$ cat config.mk
export PLATFORM = sky130hd
export DESIGN_NAME = reversible_list_store
export DESIGN_NICKNAME = d
export VERILOG_FILES = /design/src/hdl/rls_pkg.sv /design/src/hdl/rls_dp.sv /design/src/hdl/rls_ctrl.sv /design/src/hdl/reversible_list_store.sv
export VERILOG_INCLUDE_DIRS = /design/src /design/src/hdl
export SDC_FILE = /design/constraint.sdc
export NUM_CORES = 2
export LEC_CHECK = 0
export BUFFER_PORTS_ARGS = -buffer_cell sky130_fd_sc_hd__buf_2
export CORE_MARGIN = 3
export CORE_UTILIZATION = 55
export CTS_CLUSTER_SIZE = 40
export DETAILED_ROUTE_END_ITERATION = 10
export MAX_ROUTING_LAYER = met4
export PLACE_DENSITY = 0.77
export SLEW_MARGIN = 20
export SYNTH_ARGS = -nofsm -noshare
export SYNTH_HDL_FRONTEND = slang
export SYNTH_HIERARCHICAL = 1
export SYNTH_SLANG_ARGS = --single-unit
$ cat constraint.sdc
create_clock -name i_clk -period 6 [get_ports i_clk]
set_input_delay 0.3 -clock i_clk [delete_from_list [all_inputs] [get_ports i_clk]]
set_output_delay 0.3 -clock i_clk [all_outputs]
set_load 0.01 [all_outputs]
$ cat src/hdl/reversible_list_store_defines.svh
// Assertion macros shared by the reversible list store RTL.
// Depends on nothing; included by the files that carry assertions.
`ifndef REVERSIBLE_LIST_STORE_DEFINES_SVH
`define REVERSIBLE_LIST_STORE_DEFINES_SVH

// Implication checked on every rising edge, held off while reset is asserted.
`define RLS_ASSERT(label, prop, msg) \
    label: assert property (@(posedge i_clk) disable iff (!i_rst_n) (prop)) \
        else $error(msg);

// Condition that must never be seen on a rising edge outside reset.
`define RLS_NEVER(label, cond, msg) \
    label: assert property (@(posedge i_clk) disable iff (!i_rst_n) !(cond)) \
        else $error(msg);

`endif

$ cat src/hdl/rls_pkg.sv
// Types shared by the reversible list store controller, datapath and top level.
// Depends on nothing.
package rls_pkg;

    typedef enum logic [1:0] {
        REQ_INSERT  = 2'd0,
        REQ_DELETE  = 2'd1,
        REQ_VIEW    = 2'd2,
        REQ_REVERSE = 2'd3
    } t_req;

    typedef enum logic [1:0] {
        ST_OK    = 2'd0,
        ST_EMPTY = 2'd1,
        ST_FULL  = 2'd2
    } t_status;

    // Commands from the controller to the datapath, given anew in each cycle.
    typedef struct packed {
        logic    insert;
        logic    delete;
        logic    flip;
        logic    read;
        logic    emit;
        logic    last;
        t_status status;
    } t_cmd;

    // Status from the datapath to the controller.
    typedef struct packed {
        logic empty;
        logic full;
        logic at_last;
    } t_stat;

endpackage

$ cat src/hdl/rls_dp.sv
// Datapath of the reversible list store: ring memory, base slot, fill count,
// order flag and result registers. Depends on rls_pkg.
module rls_dp #(
    parameter int DEPTH = 64
) (
    input  logic                         i_clk,
    input  logic                         i_rst_n,
    input  rls_pkg::t_cmd                i_cmd,
    input  logic [$clog2(DEPTH)-1:0]     i_idx,
    input  logic signed [31:0]           i_value,
    output rls_pkg::t_stat               o_stat,
    output logic                         o_valid,
    output logic [1:0]                   o_status,
    output logic signed [31:0]           o_element,
    output logic                         o_last
);
    import rls_pkg::*;

    localparam int SW = $clog2(DEPTH);
    localparam int CW = $clog2(DEPTH + 1);
    localparam logic [SW:0]   DEPTH_X  = (SW + 1)'(DEPTH);
    localparam logic [SW-1:0] TOP_SLOT = SW'(DEPTH - 1);

    logic signed [31:0] r_mem [DEPTH];

    logic [SW-1:0] r_base, n_base;
    logic [CW-1:0] r_count, n_count;
    logic          r_flag, n_flag;

    logic               r_valid;
    logic [1:0]         r_status;
    logic               r_last;
    logic               r_elem_sel;
    logic signed [31:0] r_rd_data;

    logic [CW-1:0] cnt_m1;
    logic [SW-1:0] off;
    logic [SW-1:0] rd_slot;
    logic [SW-1:0] wr_slot;
    logic [SW-1:0] base_dec;
    logic [SW-1:0] base_inc;

    // Ring addition; both operands are below DEPTH, so one subtract suffices.
    function automatic logic [SW-1:0] ring_add(input logic [SW-1:0] a,
                                               input logic [SW-1:0] b);
        logic [SW:0] sum;
        sum = {1'b0, a} + {1'b0, b};
        if (sum >= DEPTH_X) begin
            sum = sum - DEPTH_X;
        end
        return sum[SW-1:0];
    endfunction

    always_comb begin
        n_flag   = r_flag ^ i_cmd.flip;
        cnt_m1   = r_count - CW'(1);
        off      = n_flag ? SW'(cnt_m1 - CW'(i_idx)) : i_idx;
        rd_slot  = ring_add(r_base, off);
        base_dec = (r_base == '0) ? TOP_SLOT : r_base - SW'(1);
        base_inc = (r_base == TOP_SLOT) ? '0 : r_base + SW'(1);
        wr_slot  = r_flag ? base_dec : ring_add(r_base, SW'(r_count));

        n_base  = r_base;
        n_count = r_count;
        if (i_cmd.insert) begin
            n_count = r_count + CW'(1);
            if (r_flag) begin
                n_base = base_dec;
            end
        end else if (i_cmd.delete) begin
            n_count = r_count - CW'(1);
            if (r_flag) begin
                n_base = base_inc;
            end
        end
    end

    assign o_stat.empty   = (r_count == '0);
    assign o_stat.full    = (r_count == CW'(DEPTH));
    assign o_stat.at_last = (cnt_m1 == CW'(i_idx));

    always_ff @(posedge i_clk) begin
        if (!i_rst_n) begin
            r_base  <= '0;
            r_count <= '0;
            r_flag  <= 1'b0;
            r_valid <= 1'b0;
        end else begin
            r_base  <= n_base;
            r_count <= n_count;
            r_flag  <= n_flag;
            r_valid <= i_cmd.emit;
        end
    end

    always_ff @(posedge i_clk) begin
        if (i_cmd.emit) begin
            r_status   <= i_cmd.status;
            r_last     <= i_cmd.last;
            r_elem_sel <= i_cmd.read;
        end
    end

    always_ff @(posedge i_clk) begin
        if (i_cmd.insert) begin
            r_mem[wr_slot] <= i_value;
        end
    end

    always_ff @(posedge i_clk) begin
        if (i_cmd.read) begin
            r_rd_data <= r_mem[rd_slot];
        end
    end

    assign o_valid   = r_valid;
    assign o_status  = r_status;
    assign o_last    = r_last;
    assign o_element = r_elem_sel ? r_rd_data : '0;

endmodule

$ cat src/hdl/rls_ctrl.sv
// Controller of the reversible list store: decodes requests and sequences
// the element stream of a view. Depends on rls_pkg.
module rls_ctrl #(
    parameter int DEPTH = 64
) (
    input  logic                     i_clk,
    input  logic                     i_rst_n,
    input  logic                     i_start,
    input  logic [1:0]               i_req_type,
    input  rls_pkg::t_stat           i_stat,
    output rls_pkg::t_cmd            o_cmd,
    output logic [$clog2(DEPTH)-1:0] o_idx,
    output logic                     o_busy
);
    import rls_pkg::*;

    localparam int SW = $clog2(DEPTH);

    typedef enum logic {
        S_IDLE,
        S_VIEW
    } t_state;

    t_state        r_state;
    logic [SW-1:0] r_idx;
    logic          accept;
    t_req          req;

    assign accept = i_start && (r_state == S_IDLE);
    assign req    = t_req'(i_req_type);
    assign o_idx  = (r_state == S_IDLE) ? '0 : r_idx;
    assign o_busy = (r_state == S_VIEW);

    always_comb begin
        o_cmd = '{insert: 1'b0, delete: 1'b0, flip: 1'b0, read: 1'b0,
                  emit: 1'b0, last: 1'b0, status: ST_OK};
        unique case (r_state)
            S_IDLE: begin
                if (accept) begin
                    o_cmd.emit = 1'b1;
                    o_cmd.last = 1'b1;
                    unique case (req)
                        REQ_INSERT: begin
                            o_cmd.insert = !i_stat.full;
                            o_cmd.status = i_stat.full ? ST_FULL : ST_OK;
                        end
                        REQ_DELETE: begin
                            o_cmd.delete = !i_stat.empty;
                            o_cmd.status = i_stat.empty ? ST_EMPTY : ST_OK;
                        end
                        REQ_VIEW, REQ_REVERSE: begin
                            o_cmd.flip = (req == REQ_REVERSE);
                            if (i_stat.empty) begin
                                o_cmd.status = ST_EMPTY;
                            end else begin
                                o_cmd.read = 1'b1;
                                o_cmd.last = i_stat.at_last;
                            end
                        end
                    endcase
                end
            end
            S_VIEW: begin
                o_cmd.read = 1'b1;
                o_cmd.emit = 1'b1;
                o_cmd.last = i_stat.at_last;
            end
        endcase
    end

    always_ff @(posedge i_clk) begin
        if (!i_rst_n) begin
            r_state <= S_IDLE;
            r_idx   <= '0;
        end else begin
            unique case (r_state)
                S_IDLE: begin
                    if (o_cmd.read && !i_stat.at_last) begin
                        r_state <= S_VIEW;
                        r_idx   <= SW'(1);
                    end
                end
                S_VIEW: begin
                    if (i_stat.at_last) begin
                        r_state <= S_IDLE;
                    end else begin
                        r_idx <= r_idx + SW'(1);
                    end
                end
            endcase
        end
    end

endmodule

$ cat src/hdl/reversible_list_store.sv
// Reversible list store: a bounded list of signed 32-bit values in a ring
// memory of DEPTH slots. A request (i_req_type, i_value) is taken at a rising
// edge where i_start is high and o_busy is low. Request kinds are insert at
// the logical end, delete the logical end, view front to back, and reverse
// followed by a view.
// Every result appears on o_status, o_element and o_last for exactly one
// cycle, marked by o_valid, starting in the cycle after the request is taken.
// The receiver has no way to hold results off, and needs none.
// Insert, delete and a view of an empty list give one result and leave
// o_busy low, so a new request may follow in every cycle. A view of N
// elements streams one element per cycle; o_busy is high after acceptance
// until the last element is read, as the single memory read port is used
// once per element. o_last marks the final result of each request.
// Reverse only toggles an order flag, so it costs nothing beyond its view.
// Reset (i_rst_n low at a rising edge) empties the list and clears the flag;
// the memory itself is not cleared, as only written slots are ever read.
// Depends on rls_pkg, rls_ctrl, rls_dp and reversible_list_store_defines.svh.
`include "reversible_list_store_defines.svh"

module reversible_list_store #(
    parameter int DEPTH = 64
) (
    input  logic               i_clk,
    input  logic               i_rst_n,
    input  logic               i_start,
    output logic               o_busy,
    input  logic [1:0]         i_req_type,
    input  logic signed [31:0] i_value,
    output logic               o_valid,
    output logic [1:0]         o_status,
    output logic signed [31:0] o_element,
    output logic               o_last
);
    import rls_pkg::*;

    localparam int SW = $clog2(DEPTH);

    t_cmd          cmd;
    t_stat         stat;
    logic [SW-1:0] idx;

    // The controller decides what each cycle does; the datapath holds the
    // list state, the ring memory and the result registers.
    rls_ctrl #(
        .DEPTH (DEPTH)
    ) u_ctrl (
        .i_clk      (i_clk),
        .i_rst_n    (i_rst_n),
        .i_start    (i_start),
        .i_req_type (i_req_type),
        .i_stat     (stat),
        .o_cmd      (cmd),
        .o_idx      (idx),
        .o_busy     (o_busy)
    );

    rls_dp #(
        .DEPTH (DEPTH)
    ) u_dp (
        .i_clk     (i_clk),
        .i_rst_n   (i_rst_n),
        .i_cmd     (cmd),
        .i_idx     (idx),
        .i_value   (i_value),
        .o_stat    (stat),
        .o_valid   (o_valid),
        .o_status  (o_status),
        .o_element (o_element),
        .o_last    (o_last)
    );

    // While a view is streaming, every cycle must produce a result.
    `RLS_ASSERT(a_busy_streams, o_busy |=> o_valid, "view stream stalled")
    // A result that is not the last of its request leaves the block busy.
    `RLS_ASSERT(a_more_busy, (o_valid && !o_last) |-> o_busy, "stream ended early")
    // Only ok results can be followed by more results of the same request.
    `RLS_ASSERT(a_mid_ok, (o_valid && !o_last) |-> (o_status == ST_OK),
                "error status inside a stream")
    // An error result is single and carries no element.
    `RLS_ASSERT(a_err_single,
                (o_valid && (o_status != ST_OK)) |-> (o_last && (o_element == '0)),
                "malformed error result")

endmodule

; ---- After elaboration in Yosys (flattened, before gate mapping)
; Memory sizes are Yosys's and may differ from the RTL's. A register that Yosys moved wholly into a read port is not among the register bits.
; Index checks and enable logic that the tools add are counted.
[totals]
reg_bits = 26
mem_bits_rw = 2048
inputBits = 37
out_inout_bits = 37
wordCells = 81
n_memories = 1
[classes]
add_sub_neg = 10
n_lt_le_gt_ge = 2
eq_ne = 8
n_mux = 34
n_bitwise = 3
n_reduce_logical = 14
[mem_list]
columns = memory, depth, word_bits, read_ports, rd_ports_with_merged_regs, write_ports, line_no
row1 = u_dp.r_mem, 64, 32, 1, 1, 1, rls_dp.sv:24  ; logic signed [31:0] r_mem [DEPTH];
[op_table]
columns = operator, n
row1 = 2-to-1 mux 6 bit, 13
row2 = 2-to-1 mux 32 bit, 1
row3 = "subtractor 6 x 1 -> 6 bit, second input constant", 3
row4 = adder 6 x 6 -> 7 bit, 2
row5 = "greater-or-equal comparator 7 bit, second input constant", 2
row6 = 2-to-1 mux 7 bit, 2
row7 = "adder 6 x 1 -> 6 bit, second input constant", 2
row8 = case mux 6 bit (2 select lines), 1
row9 = 2-to-1 mux 1 bit, 10
row10 = 2-to-1 mux 8 bit, 1
row11 = "adder 7 x 1 -> 7 bit, second input constant", 1
row12 = equality test 7 x 6 -> 1 bit, 1
row13 = "equality test 7 bit, second input constant", 1
row14 = zero test 7 bit, 1
row15 = "subtractor 7 x 1 -> 7 bit, second input constant", 1
row16 = "equality test 6 bit, second input constant", 1
row17 = zero test 6 bit, 1
row18 = case mux 3 bit (2 select lines), 1
row19 = subtractor 6 bit, 1
row20 = "equality test 2 bit, second input constant", 2
row21 = 2-to-1 mux 2 bit, 2
row22 = "!= test 2 bit, second input constant", 2
row23 = case mux 2 bit (2 select lines), 1
row24 = AND reduction 2 bit, 2
row25 = 11 further kinds, 16

; ---- Depth between registers and ports, before layout
[depth]
word_depth = 11
depth_mapped = 19
depth_no_buf = 16

; ---- By module
; Netlist, hierarchy kept.
[by_module_without_submodules]
columns = mod, n_inst, cells_each, area_per_inst_um2
row1 = rls_dp, 1, 3350, 81044.0
row2 = rls_ctrl, 1, 59, 470.5

; ---- Worst setup path after synthesis
; Ideal clock, no wire load.
[synth_path]
kind = register -> register
start = reg u_ctrl.r_state (netlist: u_ctrl/o_busy)
end = reg u_dp.r_rd_data[11], read port of u_dp.r_mem, data pin
setup_time_ns = 0.279
t_arrival_ns = 4.085
slack_ns = 1.636
path_stages_with_launch = 16
path_buffers = 3
period_less_slack_ns = 4.364
path_cell_list = dfxtp_1 > clkbuf_1 > and2_1 > ha_1 > inv_1 > fa_1 > xor2_1 > nand2_1 > o21ai_0 > ha_1 > xnor2_1 > clkbuf_1 > clkbuf_1 > mux4_2 > mux2i_1 > mux2i_1
[synth_between]
elab_cells_between_ends = 13
cone_classes = add/sub (3) / order compare (1) / mux (6) / bitwise (2) / reduce/logical (1)
[synth_rtl]
columns = item, line_no
row1 = from (decl), rls_ctrl.sv:24  ; t_state r_state;
row2 = from (signal assigned), rls_ctrl.sv:73  ; r_state <= S_IDLE;
row3 = from (signal assigned), rls_ctrl.sv:79  ; r_state <= S_VIEW;
row4 = from (signal assigned), rls_ctrl.sv:85  ; r_state <= S_IDLE;
row5 = 2-to-1 mux 6 bit *, rls_ctrl.sv:31  ; assign o_idx = (r_state == S_IDLE) ? '0 : r_idx;
row6 = named net idx[0], reversible_list_store.sv:40  ; logic [SW-1:0] idx;
row7 = subtractor 6 bit, rls_dp.sv:57  ; off = n_flag ? SW'(cnt_m1 - CW'(i_idx)) : i_idx;
row8 = 2-to-1 mux 6 bit *, rls_dp.sv:57
row9 = adder 6 x 6 -> 7 bit *, rls_dp.sv:47  ; sum = {1'b0, a} + {1'b0, b};
row10 = subtractor 6 x 1 -> 6 bit / greater-or-equal comparator 7 bit (equally long branches), "rls_dp.sv:49, rls_dp.sv:48"
row11 = 2-to-1 mux 6 bit *, rls_dp.sv:48  ; if (sum >= DEPTH_X) begin
row12 = to (decl), rls_dp.sv:34  ; logic signed [31:0] r_rd_data;
; The timed path passes the listed nets; every way through them passes the cells marked *.
; A chain may end at the register's enable or synchronous reset.

; ---- Worst setup path after layout
[layout_path]
start = reg u_dp.r_count[0]
end = reg u_dp.r_rd_data[20], read port of u_dp.r_mem, data pin
[layout_between]
elab_chain_cells = 6
elab_cells_between_ends = 12
cone_classes = add/sub (4) / order compare (1) / mux (6) / reduce/logical (1)
[layout_rtl]
columns = item, line_no
row1 = from (decl), rls_dp.sv:27  ; logic [CW-1:0] r_count, n_count;
row2 = from (signal assigned), rls_dp.sv:90  ; r_count <= n_count;
row3 = subtractor 7 x 1 -> 7 bit, rls_dp.sv:56  ; cnt_m1 = r_count - CW'(1);
row4 = subtractor 6 bit, rls_dp.sv:57
row5 = 2-to-1 mux 6 bit, rls_dp.sv:57
row6 = adder 6 x 6 -> 7 bit, rls_dp.sv:47
row7 = subtractor 6 x 1 -> 6 bit / greater-or-equal comparator 7 bit (equally long branches), "rls_dp.sv:49, rls_dp.sv:48"
row8 = 2-to-1 mux 6 bit, rls_dp.sv:48
; Parallel ways exist; a longest one is shown, timed or not.

==> metrics.txt <==
vias=39220; Buf/Inv on CP=4; total global-route track usage=28.39%; R2R depth=13; htree depth=4; Die ar.=152900 µm²; register area share after synthesis=77.31%; Synth area leader=edfxtp_1; WL met3=approximately 24000 µm; WP depth=13; Final period util=94.00%; synth top area cells=edfxtp_1 (77%), mux4_2 (18%), mux2i_1 (1.2%), clkbuf_1 (0.59%), dfxtp_1 (0.54%); Critical Path RT=6.53 ns; Initial Utilization=55.66%; PwrDens=348.0 nW/µm²; Slew Limit Headroom=25.08%; leakage=28.33 nW; Synthesis Warnings=6; wire length on met1=72840 µm; Final nets=3705; Area Overhead vs Synth=12.57%; worst-path fanout max=27; 1st-pass router iterations=5; hold path cells=1; CP max-delay cell=fa_4; predominant post-synthesis flop cell=edfxtp_1; Skew-Pair Late Insertion Delay=0.82 ns; TritonCTS clock tree=built; Cell Count, Final, Fillers Out=about 5700; worst IR drop on VDD=330.1 µV; Final Max Slew Viols=0; largest net degree at the start of global routing=98; Via density=6.834; Slew @ Worst Pin=~1.1 ns; unrepaired setup endpoints after global routing=false; initial drt markers=5507; Final min period=5.640 ns; DP Cell Count=about 5400; remaining global-route overflow=0; Clock Path Buffers=3; max incr delay on CP=1.11 ns; Synth Cell Area=81510 µm²; top cell type's share of synthesized area=76.77%; CTS Buf Count=196; first-pass GRT wire length=295100 µm; Die W=391.0 µm; Async S/R FF share, synth=0%; endpoints failing setup=0; highest metal used=met4; wire length per cell=roughly 36 µm; Fillers=roughly 9000; Critical Path Sink Type=flip-flop; crit path launch type=flip-flop; post-synthesis cell type count=a little under 60; CP arrival=6.17 ns; layout cell share with drive strength beyond 1=31.31%; core area=146400 µm²; HP Class=in2reg; status=completed; Routability Congestion=0.8802; PostCTS Resize Cnt=0; HPWL Detailed=a little over 100000 µm; Avg Cell Area, Syn=23.91 µm²; Reg clk slew, reported paths=0.07 ns; Clock Skews=0.02640 ns; CP top delay family=adder cells; fmax=0.1773 GHz; FP Rows=140; Clock Sinks=between 2000 and 2500; endpoints failing hold=0; Die Span Y=391.0 µm; metal2 WL=99570 µm; antenna-violating nets left=0; clk root buf=clkbuf_16; crit-path cells=inv_1 -> ha_1 -> inv_1 -> fa_1 -> nand2_1 -> o21ai_0 -> fa_4 -> buf_4 -> buf_4 -> mux4_2 -> mux4_2 -> mux2i_1 -> mux2i_1; Post-Syn Nets=3471; IO buf count=73; number of flops mapped to enable cells by yosys=2084; CP Class=reg2reg; #FFs+latches synth=2106; Syn Inst Count=3409; antenna violations before repair=9; Total Wirelength=205400 µm; Final TNS setup=0 ns; Remaining DRCs=0; max cap viols=0; vias in the first global route=39630; IO Pins=74
layer usage:
| metal | global-route usage [%] | vias to the layer above |
|---|---|---|
| met2 | 43.45 | 2831 |
| li1 | - | 15140 |
| met3 | 6.352 | 427 |
| met1 | 37.73 | 20810 |
| met4 | 11.35 | 0 |
| met5 | - | - |
cells in the mapped netlist, types with 2 or more instances:
| cell type | count |
|---|---|
| clkbuf_1 | 129 |
| dfxtp_1 | 22 |
| o21bai_1 | 2 |
| and3_1 | 8 |
| nor2_1 | 86 |
| a21o_1 | 6 |
| mux4_2 | 640 |
| o21ai_1 | 10 |
| nor2b_1 | 7 |
| edfxtp_1 | 2084 |
| xnor2_1 | 15 |
| inv_1 | 15 |
| a31oi_1 | 3 |
| nand2b_1 | 4 |
| a211oi_1 | 7 |
| buf_1 | 25 |
| o31ai_1 | 7 |
| nand4_1 | 2 |
| mux2i_1 | 96 |
| a311oi_1 | 3 |
| o22ai_1 | 3 |
| buf_6 | 7 |
| or2_2 | 3 |
| or3_1 | 2 |
| a41oi_1 | 2 |
| a21oi_1 | 20 |
| nor3_1 | 8 |
| xor2_1 | 12 |
| buf_2 | 9 |
| o21a_1 | 8 |
| o21ai_0 | 9 |
| nor4_1 | 2 |
| nand3_1 | 18 |
| o2bb2ai_1 | 2 |
| fa_1 | 3 |
| a22oi_1 | 2 |
| and2_1 | 47 |
| nand2_1 | 39 |
| ha_1 | 22 |
cell usage in the layout, fill, tap and decap left out, drive strengths merged, types with 5 or more instances in the layout:
| master | n |
|---|---|
| inv | 26 |
| ha | 22 |
| nand2 | 40 |
| nand2b | 5 |
| dlygate4sd3 | 7 |
| diode | 14 |
| clkinvlp | 9 |
| xnor2 | 15 |
| and3 | 8 |
| a21o | 6 |
| mux2i | 96 |
| and2 | 49 |
| a211oi | 7 |
| nor2 | 86 |
| nand3 | 18 |
| mux4 | 640 |
| xor2 | 12 |
| nor2b | 8 |
| clkinv | 87 |
| o21ai | 19 |
| edfxtp | 2084 |
| a21oi | 20 |
| clkbuf | 245 |
| buf | 200 |
| bufinv | 11 |
| o31ai | 7 |
| nor3 | 8 |
| dfxtp | 22 |
| o21a | 8 |
final cells by class:
type	instances	area, µm²	area share [%]
diodes	14	35.03	0.03818
clock buffers	245	5195	5.662
clock inverters	117	903.4	0.9845
inverters	16	60.06	0.06545
multi-input cells	1116	18270	19.91
flip-flops and latches	2106	63020	68.68
well taps	1917	2399	2.614
repair buffers	207	1879	2.048
flip-flops by register name, indices dropped and copies added, names as in the netlist:
register / count
u_dp/r_mem: 2048
u_dp/r_rd_data: 32
u_dp/r_count: 7
u_ctrl/r_idx: 6
u_dp/r_base: 6
u_dp/o_status: 2
u_ctrl/o_busy: 1
u_dp/o_last: 1
u_dp/o_valid: 1
u_dp/r_elem_sel: 1
u_dp/r_flag: 1
per-stage QoR:
stage	total power (W)	utilization, %	cell area (µm²)	hold slack [ns]	setup slack [ns]
6_report	0.03193	62.66	91760	0.01136	0.3603
5_1_grt	0.03278	62.65	91750	0.02560	0.2118
4_1_cts	0.03211	62.57	91630	0.1519	0.4342
3_5_place_dp	0.02026	58.36	85470	0.5115	0.4367
3_3_place_gp	0.02020	58.36	85470	0.5031	0.4721
2_1_floorplan	0.01894	-	81510	0.3989	1.636
kinds of logic after synthesis:
logic type      after synthesis  share of synthesized area, %
compound gates               92                        0.7506
xor+xnor                     27                        0.2901
fa+ha+maj                    25                        0.4114
buf+inv                     187                        0.9440
flops                      2106                         77.31
mux                         736                         18.86
simple gates                236                         1.431
power by group:
| group | switching [W] | internal [W] | total [W] | leakage, nW |
|---|---|---|---|---|
| clock | 0.00532 | 0.00661 | 0.0119 | 2.97 |
| combinational | 0.00195 | 0.00165 | 0.00361 | 6.44 |
| sequential | 0.000114 | 0.0163 | 0.0164 | 18.9 |
| total | 0.00739 | 0.0245 | 0.0319 | 28.3 |
path summary, 6_finish.rpt:
check                  startpoint                  to  slack, ns
hold / removal         i_value[7]   u_dp/r_mem[47][7]       0.01
setup / recovery  u_dp/r_count[0]  u_dp/r_rd_data[20]       0.36
setup reg to reg  u_dp/r_count[0]  u_dp/r_rd_data[20]       0.36
hold reg to reg   u_ctrl/r_idx[5]     u_ctrl/r_idx[5]       0.53
repair_timing:
action | CTS | global route
endpoints found under the hold margin | 29 | 17
hold buffers | 6 | 1
setup buffers | 0 | 0
Power figures use the tool's default switching activity.
